`config.mk`:
```
export PLATFORM = sky130hd
export DESIGN_NAME = gregorian_date_add_days_flat
export DESIGN_NICKNAME = d
export VERILOG_FILES = /design/src/rtl/gda_pkg.sv /design/src/rtl/gda_in_if.sv /design/src/rtl/gda_out_if.sv /design/src/rtl/gda_ctrl.sv /design/src/rtl/gda_datapath.sv /design/src/rtl/gregorian_date_add_days.sv /design/src/flat_wrapper.sv
export SDC_FILE = /design/constraint.sdc
export NUM_CORES = 1
export LEC_CHECK = 0
export ABC_AREA = 0
export BUFFER_PORTS_ARGS = -buffer_cell sky130_fd_sc_hd__buf_2
export CAP_MARGIN = 20
export CORE_MARGIN = 2
export CORE_UTILIZATION = 40
export DETAILED_ROUTE_END_ITERATION = 16
export GPL_TIMING_DRIVEN = 1
export SLEW_MARGIN = 5
export SYNTH_ARGS = -nofsm -noshare
export SYNTH_HDL_FRONTEND = slang
export SYNTH_SLANG_ARGS = --single-unit
```
`constraint.sdc`:
```
create_clock -name clk_i -period 3.65 [get_ports clk_i]
set_clock_uncertainty 0.2 [all_clocks]
set_input_delay 0.73 -clock clk_i [delete_from_list [all_inputs] [get_ports clk_i]]
set_output_delay 0.73 -clock clk_i [all_outputs]
set_load 0.02 [all_outputs]
```
`src/rtl/gda_pkg.sv`:
```
`timescale 1ns / 1ps

package gda_pkg;

  // field widths of the date words
  localparam int unsigned DayW    = 5;
  localparam int unsigned MonthW  = 4;
  localparam int unsigned YearW   = 14;
  localparam int unsigned ResW    = 9;

  // calendar constants
  localparam int unsigned YearMod    = 400;
  localparam int unsigned CenturyLen = 100;
  localparam int unsigned MonthsPerYr = 12;
  localparam int unsigned RedSteps   = 6;
  localparam int unsigned StepW      = 3;

  localparam logic [MonthW-1:0] MonJan = MonthW'(1);
  localparam logic [MonthW-1:0] MonDec = MonthW'(MonthsPerYr);

  typedef enum logic [2:0] {
    ST_IDLE,
    ST_REDUCE,
    ST_CHECK,
    ST_WALK,
    ST_DONE
  } gda_state_e;

  // controller to datapath
  typedef struct packed {
    logic             load;
    logic             reduce;
    logic [StepW-1:0] shift;
    logic             check;
    logic             walk;
    logic             out_load;
  } gda_cmd_t;

  // datapath to controller
  typedef struct packed {
    logic bad;
    logic walk_done;
    logic out_free;
  } gda_sts_t;

  // leap test on the year taken modulo 400
  function automatic logic gda_is_leap(input logic [ResW-1:0] res);
    logic by4;
    logic cent;
    by4  = (res[1:0] == 2'd0);
    cent = (res == ResW'(CenturyLen)) || (res == ResW'(2 * CenturyLen)) ||
           (res == ResW'(3 * CenturyLen));
    return by4 && !cent;
  endfunction

  // days in a month; anything outside 1..12 falls on the february arm
  function automatic logic [DayW-1:0] gda_month_len(input logic [MonthW-1:0] mon,
                                                    input logic leap);
    logic [DayW-1:0] len;
    unique case (mon)
      4'd1, 4'd3, 4'd5, 4'd7, 4'd8, 4'd10, 4'd12: len = DayW'(31);
      4'd4, 4'd6, 4'd9, 4'd11:                    len = DayW'(30);
      default:                                    len = leap ? DayW'(29) : DayW'(28);
    endcase
    return len;
  endfunction

endpackage

```
`src/rtl/gda_in_if.sv`:
```
`timescale 1ns / 1ps

interface gda_in_if #(
  parameter int unsigned ADD_BITS = 16
);
  logic                valid;
  logic                ready;
  logic [4:0]          day;
  logic [3:0]          month;
  logic [13:0]         year;
  logic [ADD_BITS-1:0] days_to_add;

  modport source (output valid, day, month, year, days_to_add, input ready);
  modport sink   (input valid, day, month, year, days_to_add, output ready);
endinterface

```
`src/rtl/gda_out_if.sv`:
```
`timescale 1ns / 1ps

interface gda_out_if;
  logic        valid;
  logic        ready;
  logic [4:0]  new_day;
  logic [3:0]  new_month;
  logic [13:0] new_year;
  logic        bad_input;

  modport source (output valid, new_day, new_month, new_year, bad_input, input ready);
  modport sink   (input valid, new_day, new_month, new_year, bad_input, output ready);
endinterface

```
`src/rtl/gda_ctrl.sv`:
```
`timescale 1ns / 1ps

module gda_ctrl (
  input  logic              clk_i,
  input  logic              rst_ni,
  input  logic              in_valid_i,
  output logic              in_ready_o,
  input  gda_pkg::gda_sts_t sts_i,
  output gda_pkg::gda_cmd_t cmd_o
);
  import gda_pkg::*;

  gda_state_e       state_q, state_d;
  logic [StepW-1:0] step_q, step_d;

  // state and step counter
  always_ff @(posedge clk_i or negedge rst_ni) begin
    if (!rst_ni) begin
      state_q <= ST_IDLE;
      step_q  <= '0;
    end else begin
      state_q <= state_d;
      step_q  <= step_d;
    end
  end

  // next state and commands
  always_comb begin
    state_d    = state_q;
    step_d     = step_q;
    cmd_o      = '0;
    in_ready_o = 1'b0;
    unique case (state_q)
      ST_IDLE: begin
        in_ready_o = 1'b1;
        if (in_valid_i) begin
          cmd_o.load = 1'b1;
          step_d     = StepW'(RedSteps - 1);
          state_d    = ST_REDUCE;
        end
      end
      ST_REDUCE: begin
        cmd_o.reduce = 1'b1;
        cmd_o.shift  = step_q;
        if (step_q == '0) begin
          state_d = ST_CHECK;
        end else begin
          step_d = step_q - StepW'(1);
        end
      end
      ST_CHECK: begin
        cmd_o.check = 1'b1;
        state_d     = sts_i.bad ? ST_DONE : ST_WALK;
      end
      ST_WALK: begin
        if (sts_i.walk_done) begin
          state_d = ST_DONE;
        end else begin
          cmd_o.walk = 1'b1;
        end
      end
      ST_DONE: begin
        if (sts_i.out_free) begin
          cmd_o.out_load = 1'b1;
          state_d        = ST_IDLE;
        end
      end
      default: begin
        state_d = ST_IDLE;
      end
    endcase
  end

endmodule

```
`src/rtl/gda_datapath.sv`:
```
`timescale 1ns / 1ps

module gda_datapath #(
  parameter int unsigned ADD_BITS = 16
) (
  input  logic                          clk_i,
  input  logic                          rst_ni,
  input  gda_pkg::gda_cmd_t             cmd_i,
  output gda_pkg::gda_sts_t             sts_o,
  input  logic [gda_pkg::DayW-1:0]      day_i,
  input  logic [gda_pkg::MonthW-1:0]    month_i,
  input  logic [gda_pkg::YearW-1:0]     year_i,
  input  logic [ADD_BITS-1:0]           days_to_add_i,
  output logic                          out_valid_o,
  input  logic                          out_ready_i,
  output logic [gda_pkg::DayW-1:0]      new_day_o,
  output logic [gda_pkg::MonthW-1:0]    new_month_o,
  output logic [gda_pkg::YearW-1:0]     new_year_o,
  output logic                          bad_input_o
);
  import gda_pkg::*;

  // day accumulator holds day + count; year counter holds the start year plus the walk
  localparam int unsigned AccW    = ADD_BITS + 1;
  localparam int unsigned YearMax = (2 ** YearW) + ((2 ** ADD_BITS) + 31) / 365 + 1;
  localparam int unsigned YcW     = $clog2(YearMax + 1);

  logic [AccW-1:0]     day_q;
  logic [MonthW-1:0]   month_q;
  logic [YcW-1:0]      year_q;
  logic [YearW-1:0]    res_q;
  logic [ADD_BITS-1:0] add_q;
  logic                bad_q;
  logic                out_valid_q;
  logic [DayW-1:0]     new_day_q;
  logic [MonthW-1:0]   new_month_q;
  logic [YearW-1:0]    new_year_q;
  logic                bad_input_q;

  logic                leap;
  logic [DayW-1:0]     mlen;
  logic [AccW-1:0]     mlen_ext;
  logic                bad;
  logic [YearW:0]      sub_val;
  logic [YearW:0]      res_ext;

  // month length and input check
  always_comb begin
    leap     = gda_is_leap(res_q[ResW-1:0]);
    mlen     = gda_month_len(month_q, leap);
    mlen_ext = AccW'(mlen);
    bad      = (month_q == '0) || (month_q > MonDec) || (day_q == '0) ||
               (day_q > mlen_ext);
    sub_val  = (YearW + 1)'(YearMod) << cmd_i.shift;
    res_ext  = {1'b0, res_q};
  end

  assign sts_o.bad       = bad;
  assign sts_o.walk_done = (day_q <= mlen_ext);
  assign sts_o.out_free  = !out_valid_q || out_ready_i;

  // working registers: load, year mod 400 by shifted subtracts, check, month walk
  always_ff @(posedge clk_i) begin
    if (cmd_i.load) begin
      day_q   <= AccW'(day_i);
      month_q <= month_i;
      year_q  <= YcW'(year_i);
      res_q   <= year_i;
      add_q   <= days_to_add_i;
    end else if (cmd_i.reduce) begin
      if (res_ext >= sub_val) begin
        res_q <= YearW'(res_ext - sub_val);
      end
    end else if (cmd_i.check) begin
      bad_q <= bad;
      if (!bad) begin
        day_q <= day_q + AccW'(add_q);
      end
    end else if (cmd_i.walk) begin
      day_q <= day_q - mlen_ext;
      if (month_q == MonDec) begin
        month_q <= MonJan;
        year_q  <= year_q + YcW'(1);
        res_q   <= (res_q == YearW'(YearMod - 1)) ? '0 : res_q + YearW'(1);
      end else begin
        month_q <= month_q + MonthW'(1);
      end
    end
  end

  // output word register
  always_ff @(posedge clk_i or negedge rst_ni) begin
    if (!rst_ni) begin
      out_valid_q <= 1'b0;
    end else if (cmd_i.out_load) begin
      out_valid_q <= 1'b1;
    end else if (out_ready_i) begin
      out_valid_q <= 1'b0;
    end
  end

  always_ff @(posedge clk_i) begin
    if (cmd_i.out_load) begin
      new_day_q   <= day_q[DayW-1:0];
      new_month_q <= month_q;
      new_year_q  <= year_q[YearW-1:0];
      bad_input_q <= bad_q;
    end
  end

  assign out_valid_o = out_valid_q;
  assign new_day_o   = new_day_q;
  assign new_month_o = new_month_q;
  assign new_year_o  = new_year_q;
  assign bad_input_o = bad_input_q;

`ifndef SYNTHESIS
  // residue stays reduced while walking
  a_res_reduced: assert property (@(posedge clk_i) disable iff (!rst_ni)
    cmd_i.walk |-> (res_q < YearW'(YearMod)))
    else $error("year residue not below 400 during walk");

  // a walk step only happens while the day does not fit the month
  a_walk_needed: assert property (@(posedge clk_i) disable iff (!rst_ni)
    cmd_i.walk |-> (day_q > mlen_ext))
    else $error("walk step with day already in month");

  // walk keeps the month legal
  a_month_legal: assert property (@(posedge clk_i) disable iff (!rst_ni)
    cmd_i.walk |=> (month_q >= MonJan && month_q <= MonDec))
    else $error("month out of range after walk step");

  // a word is never loaded over one still waiting
  a_no_overwrite: assert property (@(posedge clk_i) disable iff (!rst_ni)
    cmd_i.out_load |-> (!out_valid_q || out_ready_i))
    else $error("output word overwritten");
`endif

endmodule

```
`src/rtl/gregorian_date_add_days.sv`:
```
`timescale 1ns / 1ps

// channel  modport  payload                                   handshake
// in_i     sink     day, month, year, days_to_add             valid/ready
// out_o    source   new_day, new_month, new_year, bad_input   valid/ready
//
// one word at a time: the accept state, year mod 400 by shifted subtracts, the check,
// a walk step per month crossed, a last step to see the walk end, then the output load
// rst_ni clears the controller and the output valid flag
// the next word is taken while the last result still waits on out_o; a finished
// word then holds in the done state until out_o frees up, and the input stalls
module gregorian_date_add_days #(
  parameter int unsigned ADD_BITS = 16
) (
  input  logic      clk_i,
  input  logic      rst_ni,
  gda_in_if.sink    in_i,
  gda_out_if.source out_o
);
  import gda_pkg::*;

  gda_cmd_t cmd;
  gda_sts_t sts;

  gda_ctrl u_ctrl (
    .clk_i      (clk_i),
    .rst_ni     (rst_ni),
    .in_valid_i (in_i.valid),
    .in_ready_o (in_i.ready),
    .sts_i      (sts),
    .cmd_o      (cmd)
  );

  gda_datapath #(
    .ADD_BITS (ADD_BITS)
  ) u_datapath (
    .clk_i         (clk_i),
    .rst_ni        (rst_ni),
    .cmd_i         (cmd),
    .sts_o         (sts),
    .day_i         (in_i.day),
    .month_i       (in_i.month),
    .year_i        (in_i.year),
    .days_to_add_i (in_i.days_to_add),
    .out_valid_o   (out_o.valid),
    .out_ready_i   (out_o.ready),
    .new_day_o     (out_o.new_day),
    .new_month_o   (out_o.new_month),
    .new_year_o    (out_o.new_year),
    .bad_input_o   (out_o.bad_input)
  );

endmodule
```
`src/flat_wrapper.sv`:
```
// flat-port wrapper written by rule: the top's interface ports become plain ports
module gregorian_date_add_days_flat import gda_pkg::*;
#(
  parameter int unsigned ADD_BITS = 16
)
  (clk_i, rst_ni, in_i_valid, in_i_day, in_i_month, in_i_year, in_i_days_to_add, in_i_ready, out_o_valid, out_o_new_day, out_o_new_month, out_o_new_year, out_o_bad_input, out_o_ready);
  gda_in_if #(.ADD_BITS(ADD_BITS)) in_i_i ();
  gda_out_if out_o_i ();
  input  logic clk_i;
  input  logic rst_ni;
  input wire logic [$bits(in_i_i.valid)-1:0] in_i_valid;
  input wire logic [$bits(in_i_i.day)-1:0] in_i_day;
  input wire logic [$bits(in_i_i.month)-1:0] in_i_month;
  input wire logic [$bits(in_i_i.year)-1:0] in_i_year;
  input wire logic [$bits(in_i_i.days_to_add)-1:0] in_i_days_to_add;
  output wire logic [$bits(in_i_i.ready)-1:0] in_i_ready;
  output wire logic [$bits(out_o_i.valid)-1:0] out_o_valid;
  output wire logic [$bits(out_o_i.new_day)-1:0] out_o_new_day;
  output wire logic [$bits(out_o_i.new_month)-1:0] out_o_new_month;
  output wire logic [$bits(out_o_i.new_year)-1:0] out_o_new_year;
  output wire logic [$bits(out_o_i.bad_input)-1:0] out_o_bad_input;
  input wire logic [$bits(out_o_i.ready)-1:0] out_o_ready;
  assign in_i_i.valid = in_i_valid;
  assign in_i_i.day = in_i_day;
  assign in_i_i.month = in_i_month;
  assign in_i_i.year = in_i_year;
  assign in_i_i.days_to_add = in_i_days_to_add;
  assign in_i_ready = in_i_i.ready;
  assign out_o_valid = out_o_i.valid;
  assign out_o_new_day = out_o_i.new_day;
  assign out_o_new_month = out_o_i.new_month;
  assign out_o_new_year = out_o_i.new_year;
  assign out_o_bad_input = out_o_i.bad_input;
  assign out_o_i.ready = out_o_ready;
  gregorian_date_add_days #(.ADD_BITS(ADD_BITS)) u_core (.clk_i(clk_i), .rst_ni(rst_ni), .in_i(in_i_i), .out_o(out_o_i));
endmodule
```
# ---- Word level (Yosys, flattened, before mapping)
# Index checks and enable logic that the tools add are counted.
dict set report op_classes {
  addsub 7
  eq_ne 30
  n_lt_le_gt_ge 4
  muxes 44
  reduce_logical 33
  n_shift 1
  bitwise_logic 3
}
# cell count
set ops {}
lappend ops {{$mux W14} 12}
lappend ops {{$mux W17} 3}
lappend ops {{$mux W4} 6}
lappend ops {{$mux W3} 7}
lappend ops {{$eq A4 B4 Y1 const B} 5}
lappend ops {{$add A17 B16 Y17} 1}
lappend ops {{$gt A17 B5 Y1} 1}
lappend ops {{$le A17 B5 Y1} 1}
lappend ops {{$logic_not A17 Y1} 1}
lappend ops {{$sub A17 B5 Y17} 1}
lappend ops {{$eq A4 B3 Y1 const B} 4}
lappend ops {{$reduce_and A4 Y1} 4}
lappend ops {{$add A15 B1 Y15 const B} 1}
lappend ops {{$ge A14 B15 Y1} 1}
lappend ops {{$pmux W3 S5} 1}
lappend ops {{$reduce_and A3 Y1} 5}
lappend ops {{$shl A9 B3 Y15 const A} 1}
lappend ops {{$add A14 B1 Y14 const B} 1}
lappend ops {{$eq A14 B9 Y1 const B} 1}
lappend ops {{$sub A14 B14 Y14} 1}
lappend ops {{$mux W1} 11}
lappend ops {{$mux W5} 2}
lappend ops {{$reduce_bool A2 Y1} 5}
lappend ops {{$eq A9 B7 Y1 const B} 1}
lappend ops {{other kinds (26)} 45}
dict set report word_totals {
  output_inout_bits 26
  elab_cells 137
  register_bits 98
  input_bits 43
}

# ---- Longest topological paths before layout
dict set report depth {
  ltp_word 14
  mapped_depth 15
  ltp_nobuf 15
}

# ---- Cells and area by module
# A second synthesis with hierarchy kept.
dict set report unflattened {
  hier_cells 634
  hier_area_um2 6462.4
}
# mod instances seq_area_each_um2 area_per_inst_um2 cells_per_inst
set modules_own_cells {}
lappend modules_own_cells {gda_datapath 1 2607.5 6034.5 585}
lappend modules_own_cells {gda_ctrl 1 150.1 427.9 49}

# ---- Worst setup path after synthesis
# Ideal clock, no wire load.
dict set report synth_timing {
  path_type {register to register}
  start {register u_core.u_ctrl.state_q[1]}
  end {register u_core.u_datapath.res_q[10], enable pin}
  t_required_ns 3.152
  t_arrival_ns 3.091
  path_slack_ns 0.061
  synth_period_minus_slack_ns 3.589
  path_buffers 1
  setup_time_ns 0.298
  stages_incl_launch_ff 16
  cell_sequence {dfrtp_1 nand2b_1 nor2_1 clkbuf_1 nand2_1 ha_1 nand2_1 o21ai_1 ha_1 nand4_1 a21oi_1 o41ai_1 nand2_1 a21oi_1 a211oi_1 or2_1}
}
dict set report synth_between {
  elab_chain_len 6
  word_cells_on_any_way 15
  cone_classes {order compare: 1; eq/ne: 5; shift: 1; mux: 4; reduce/logical: 4}
}
# item line_no
set synth_rtl {}
lappend synth_rtl {{start, declared} gda_ctrl.sv:13} ;# gda_state_e state_q, state_d;
lappend synth_rtl {{start signal, assigned} gda_ctrl.sv:22} ;# state_q <= state_d;
lappend synth_rtl {{$eq A3 B1 Y1} gda_ctrl.sv:33} ;# unique case (state_q)
lappend synth_rtl {{$mux W4} gda_ctrl.sv:33}
lappend synth_rtl {{$shl A9 B3 Y15} gda_datapath.sv:54} ;# sub_val = (YearW + 1)'(YearMod) << cmd_i.shift;
lappend synth_rtl {{$ge A14 B15 Y1} gda_datapath.sv:71} ;# if (res_ext >= sub_val) begin
lappend synth_rtl {{$ne A3 B2 Y1 (no line)} -}
lappend synth_rtl {{$reduce_and A4 Y1 (no line) (*)} -}
lappend synth_rtl {{end signal, assigned} gda_datapath.sv:68} ;# res_q <= year_i;
lappend synth_rtl {{end signal, assigned} gda_datapath.sv:72} ;# res_q <= YearW'(res_ext - sub_val);
lappend synth_rtl {{end signal, assigned} gda_datapath.sv:84} ;# res_q <= (res_q == YearW'(YearMod - 1)) ? '0 : res_q + YearW'(1);
lappend synth_rtl {{end, declared} gda_datapath.sv:31} ;# logic [YearW-1:0] res_q;
# Every way passes the cells marked *; elsewhere a longest branch is shown, timed or not.
# A chain may end at the register's enable or synchronous reset.

# ---- Final worst setup path
dict set report layout_timing {
  start {register u_core.u_datapath.month_q[1]}
  end {register u_core.u_datapath.day_q[13]}
}
dict set report layout_between {
  word_cells_on_any_way 29
  cone_classes {add/sub: 1; order compare: 3; eq/ne: 12; mux: 5; reduce/logical: 8}
}
# item line_no
set layout_lines {}
lappend layout_lines {{start, declared} gda_datapath.sv:29} ;# logic [MonthW-1:0] month_q;
lappend layout_lines {{start signal, assigned} gda_datapath.sv:66} ;# month_q <= month_i;
lappend layout_lines {{start signal, assigned} gda_datapath.sv:82} ;# month_q <= MonJan;
lappend layout_lines {{start signal, assigned} gda_datapath.sv:86} ;# month_q <= month_q + MonthW'(1);
lappend layout_lines {{$eq A4 B4 Y1, or another cell as far along} gda_pkg.sv:60} ;# unique case (mon)
lappend layout_lines {{$reduce_or A7 Y1 / $reduce_or A4 Y1 (equally long branches)} gda_pkg.sv:60}
lappend layout_lines {{$pmux W2 S2} gda_pkg.sv:60}
lappend layout_lines {{$gt A17 B5 Y1} gda_datapath.sv:53} ;# (day_q > mlen_ext);
lappend layout_lines {{$logic_or A1 B1 Y1 (*)} gda_datapath.sv:52} ;# bad = (month_q == '0) || (month_q > MonDec) || (day_q == '0) ||
lappend layout_lines {{named net u_core.u_datapath.bad} gda_datapath.sv:43} ;# logic bad;
lappend layout_lines {{$ne A2 B2 Y1 (no line) (*)} -}
lappend layout_lines {{$reduce_and A3 Y1 (no line) (*)} -}
lappend layout_lines {{end signal, assigned} gda_datapath.sv:65} ;# day_q <= AccW'(day_i);
lappend layout_lines {{end signal, assigned} gda_datapath.sv:77} ;# day_q <= day_q + AccW'(add_q);
lappend layout_lines {{end signal, assigned} gda_datapath.sv:80} ;# day_q <= day_q - mlen_ext;
lappend layout_lines {{end, declared} gda_datapath.sv:28} ;# logic [AccW-1:0] day_q;
# Mark *: on every way through the listed nets, which the timed path passes. The rest lies on a longest branch. The select of a mux whose other input is x is not followed.

==> impl_metrics.toml <==
[critical_path]
end_kind = "flip-flop"
r2r_setup_slack_ps = 160
cp_max_fo = 5
r2r_end = "u_core.u_datapath.day_q[13]$_SDFFE_PP0P_"
crit_required_ps = 3670
arrival_ps = 3510
start_kind = "flip-flop"
r2r-start = "u_core.u_datapath.month_q[1]$_DFFE_PP_"
crit_start = "u_core.u_datapath.month_q[1]$_DFFE_PP_"
critPathKind = "flip-flop to flip-flop"
r2r_cells = 14

[detailed_routing]
avgViaCountPerCell = 5.506
dr.pass1.iters = 5
vias = 4818
drt_iter0_drc = 348
drt_wl_total_um = 14150
remaining_drc_errors = 0
detail-route-antenna-nets = 0
routedWlPerCell_um = 16.17

[synthesis]
muxShareOfSynthArea_pct = 0.3404
synth_simple_gate_area_share_pct = 19.08
synth_top_family_by_area = "simple AND/OR/NAND/NOR gates"
ys_seq_area_share_pct = 46.88
synthArstFlopShare_pct = 7.216
synth.lib_cells_used.distinct = 58
synthCells = 597
yosysWarnings = 0
ys_ff_latch = 97
synth_area_per_cell_um2 = 9.852
synth.most_common_cell = "edfxtp_1"
synth_fa_ha_area_share_pct = 9.402
synth_largest_area_cell = "edfxtp_1"
synth_area_leaders = "edfxtp_1 (40%), ha_1 (8.7%), a21oi_1 (4.4%)"
synth_top_cell_area_share_pct = 39.82
syn_area_mm2 = 0.005882
synthFlopType = "edfxtp_1"
syn_nets = 683
synth_edf_count = 78
synth_common_cells = "edfxtp_1 (78), nand2_1 (65), nor2_1 (54), a21oi_1 (52), ha_1 (41)"
synth_xor_area_share_pct = 7.147
synth_compound_area_share_pct = 14.87

[placed_design]
gp_congestion = 0.8655
pre_cts_slack_ps = 133.4
dpl.cell_count = 854
io_buffers = 68
post-dp-hpwl_um = 10600

[global_route]
grt_pass1_wl_um = 23380
grt_usage_pct = 18.38
grt_start_max_net_pins = 39
grt_pass1_vias = 4743
antenna_found_initial = 0
overflow = 0

[final_layout]
layoutNonFillerInstCount = 875
nets = 772
n_fill_cell = 1387
drive_above_1_share_pct = 18.67
antenna_cells = 0
area_growth_pct = 18.42

[sta]
slew_headroom_pct = 40.27
final-max-slew-violation-count = 0
final-setup-viol-count = 0
hold_viol = 0
fmax_mhz = 286.8
fin_crit_ps = 3487
period_share_pct = 95.53
worst_pin_slew_ps = 892.7
setup_ws_ps = 163.1

[floorplan]
die_area_mm2 = 0.01569
die_h_um = 125.3
core-area_mm2 = 0.01442
io_pins = 69
fp-row-count = 44
start_util_pct = 40.78
fp.dieW_um = 125.3

[hold_path]
hold_start = "u_core.u_datapath.bad_q$_DFFE_PP_"
min_to = "u_core.u_datapath.bad_input_o$_DFFE_PP_"
hp-class = "flip-flop to flip-flop"
min_delay_path_depth = 0

[run]
maxCapViolCount = 0

[clocking]
clk_pin_slew_ps = 70
htree_num_levels = 3
clk_path_buf_depth = 2
clk_latency_ps = 350
cts_buffers = 9
cts_tree = "done"
root_buffer = "clkbuf_16"
clock_sinks = 97

[power_and_ir_drop]
leakage_nw = 2.759
ir_drop_uv = 396.9
powerDensity_mw_per_mm2 = 1026

[status]
status = "finished clean"
power breakdown:
part | internal (mW) | switching, mW
Clock | 0.619 | 0.422
Combinational | 1.67 | 2.30
Sequential | 1.77 | 0.366
Total | 4.06 | 3.09
how the worst max path moves through the flow:
stage	endpoint	slack (ps)	cells after the start
floorplan	u_core.u_datapath.res_q[10]$_DFFE_PP_	60	15
global placement	u_core.u_datapath.res_q[4]$_DFFE_PP_	230	15
detailed placement	u_core.u_datapath.day_q[13]$_SDFFE_PP0P_	130	14
CTS	u_core.u_datapath.res_q[5]$_DFFE_PP_	120	15
global route	u_core.u_datapath.day_q[13]$_SDFFE_PP0P_	-40	14
finish	u_core.u_datapath.day_q[13]$_SDFFE_PP0P_	160	14
state kept, by name, indices dropped and copies added (netlist names):
name / count
u_core.u_ctrl.state_q: 3
u_core.u_datapath.bad_q: 1
u_core.u_ctrl.step_q: 3
u_core.u_datapath.new_day_o: 5
u_core.u_datapath.month_q: 4
u_core.u_datapath.out_valid_o: 1
u_core.u_datapath.add_q: 16
u_core.u_datapath.bad_input_o: 1
u_core.u_datapath.new_year_o: 14
u_core.u_datapath.day_q: 17
u_core.u_datapath.res_q: 14
u_core.u_datapath.year_q: 14
u_core.u_datapath.new_month_o: 4
kinds of logic after synthesis:
logic type	after synthesis
and+or+nand+nor	228
AOI/OAI and AO/OA	144
DFF	97
xor gates and xnor gates	48
adders and majority gates	43
buffers and inverters	35
muxes	2
per-layer routing:
metal,vias to the layer above,part of all wire (%),track usage (%)
met5,-,0,0
met4,0,2.3,6.471
met3,23,4.2,3.380
met2,115,48,30.75
met1,2297,45,24.00
li1,2383,-,-
metrics by stage:
| stage | hold slack [ps] | power (mW) | util (%) | TNS (ps) | area [µm²] |
|---|---|---|---|---|---|
| final | 222.9 | 7.148 | 48.29 | 0 | 6965 |
| after detailed placement | 209.8 | 6.007 | 45.41 | 0 | 6550 |
| after floorplan | 200.3 | 4.955 | - | 0 | 5882 |
| after CTS | 225.6 | 7.055 | 47.70 | 0 | 6880 |
| after global routing | 228.0 | 7.748 | 48.29 | -46.27 | 6965 |
| after global placement | 206.4 | 5.893 | 45.41 | 0 | 6550 |
timing repair:
action | 4_1_cts | 5_1_grt
endpoints found under the hold margin | 7 | 0
hold buffers | 1 | 0
setup endpoints to repair | 0 | 38
resized for setup | 0 | 16
buffers inserted | 0 | 4
final cells by class:
cell class              count  area (µm²)  area share [%]
flip-flops and latches     97        2758           39.59
well taps                 184       230.2           3.305
multi-input cells         465        3048           43.76
repair buffers             94       538.0           7.724
inverters                  19       71.32           1.024
clock inverters             5       77.57           1.114
clock buffers              11       242.7           3.485
cells in the final DEF, fill, tap and decap left out, drive strengths merged, types with 6 or more instances in the layout:
cell / n
a31oi: 9
nor3: 20
inv: 20
nor2: 54
nand2: 65
and3: 10
clkbuf: 11
nand3: 30
nand3b: 6
dfrtp: 7
xnor2: 26
dfxtp: 12
ha: 41
a21o: 6
edfxtp: 78
nor2b: 6
a21oi: 52
buf: 93
xor2: 22
o211ai: 7
nand2b: 7
o21ai: 35
worst max-delay path, cell delays in order (launching register included):
cell,delay [ps]
edfxtp_1,460
buf_4,170
ha_1,190
a21oi_1,190
a21oi_2,90
nor2_2,180
ha_1,260
nor2b_1,150
o211ai_1,310
or3b_4,460
nor2_2,190
buf_4,160
nor2_1,60
o211ai_1,180
o211ai_1,100
No activity file was read; power rests on OpenSTA's default activity.
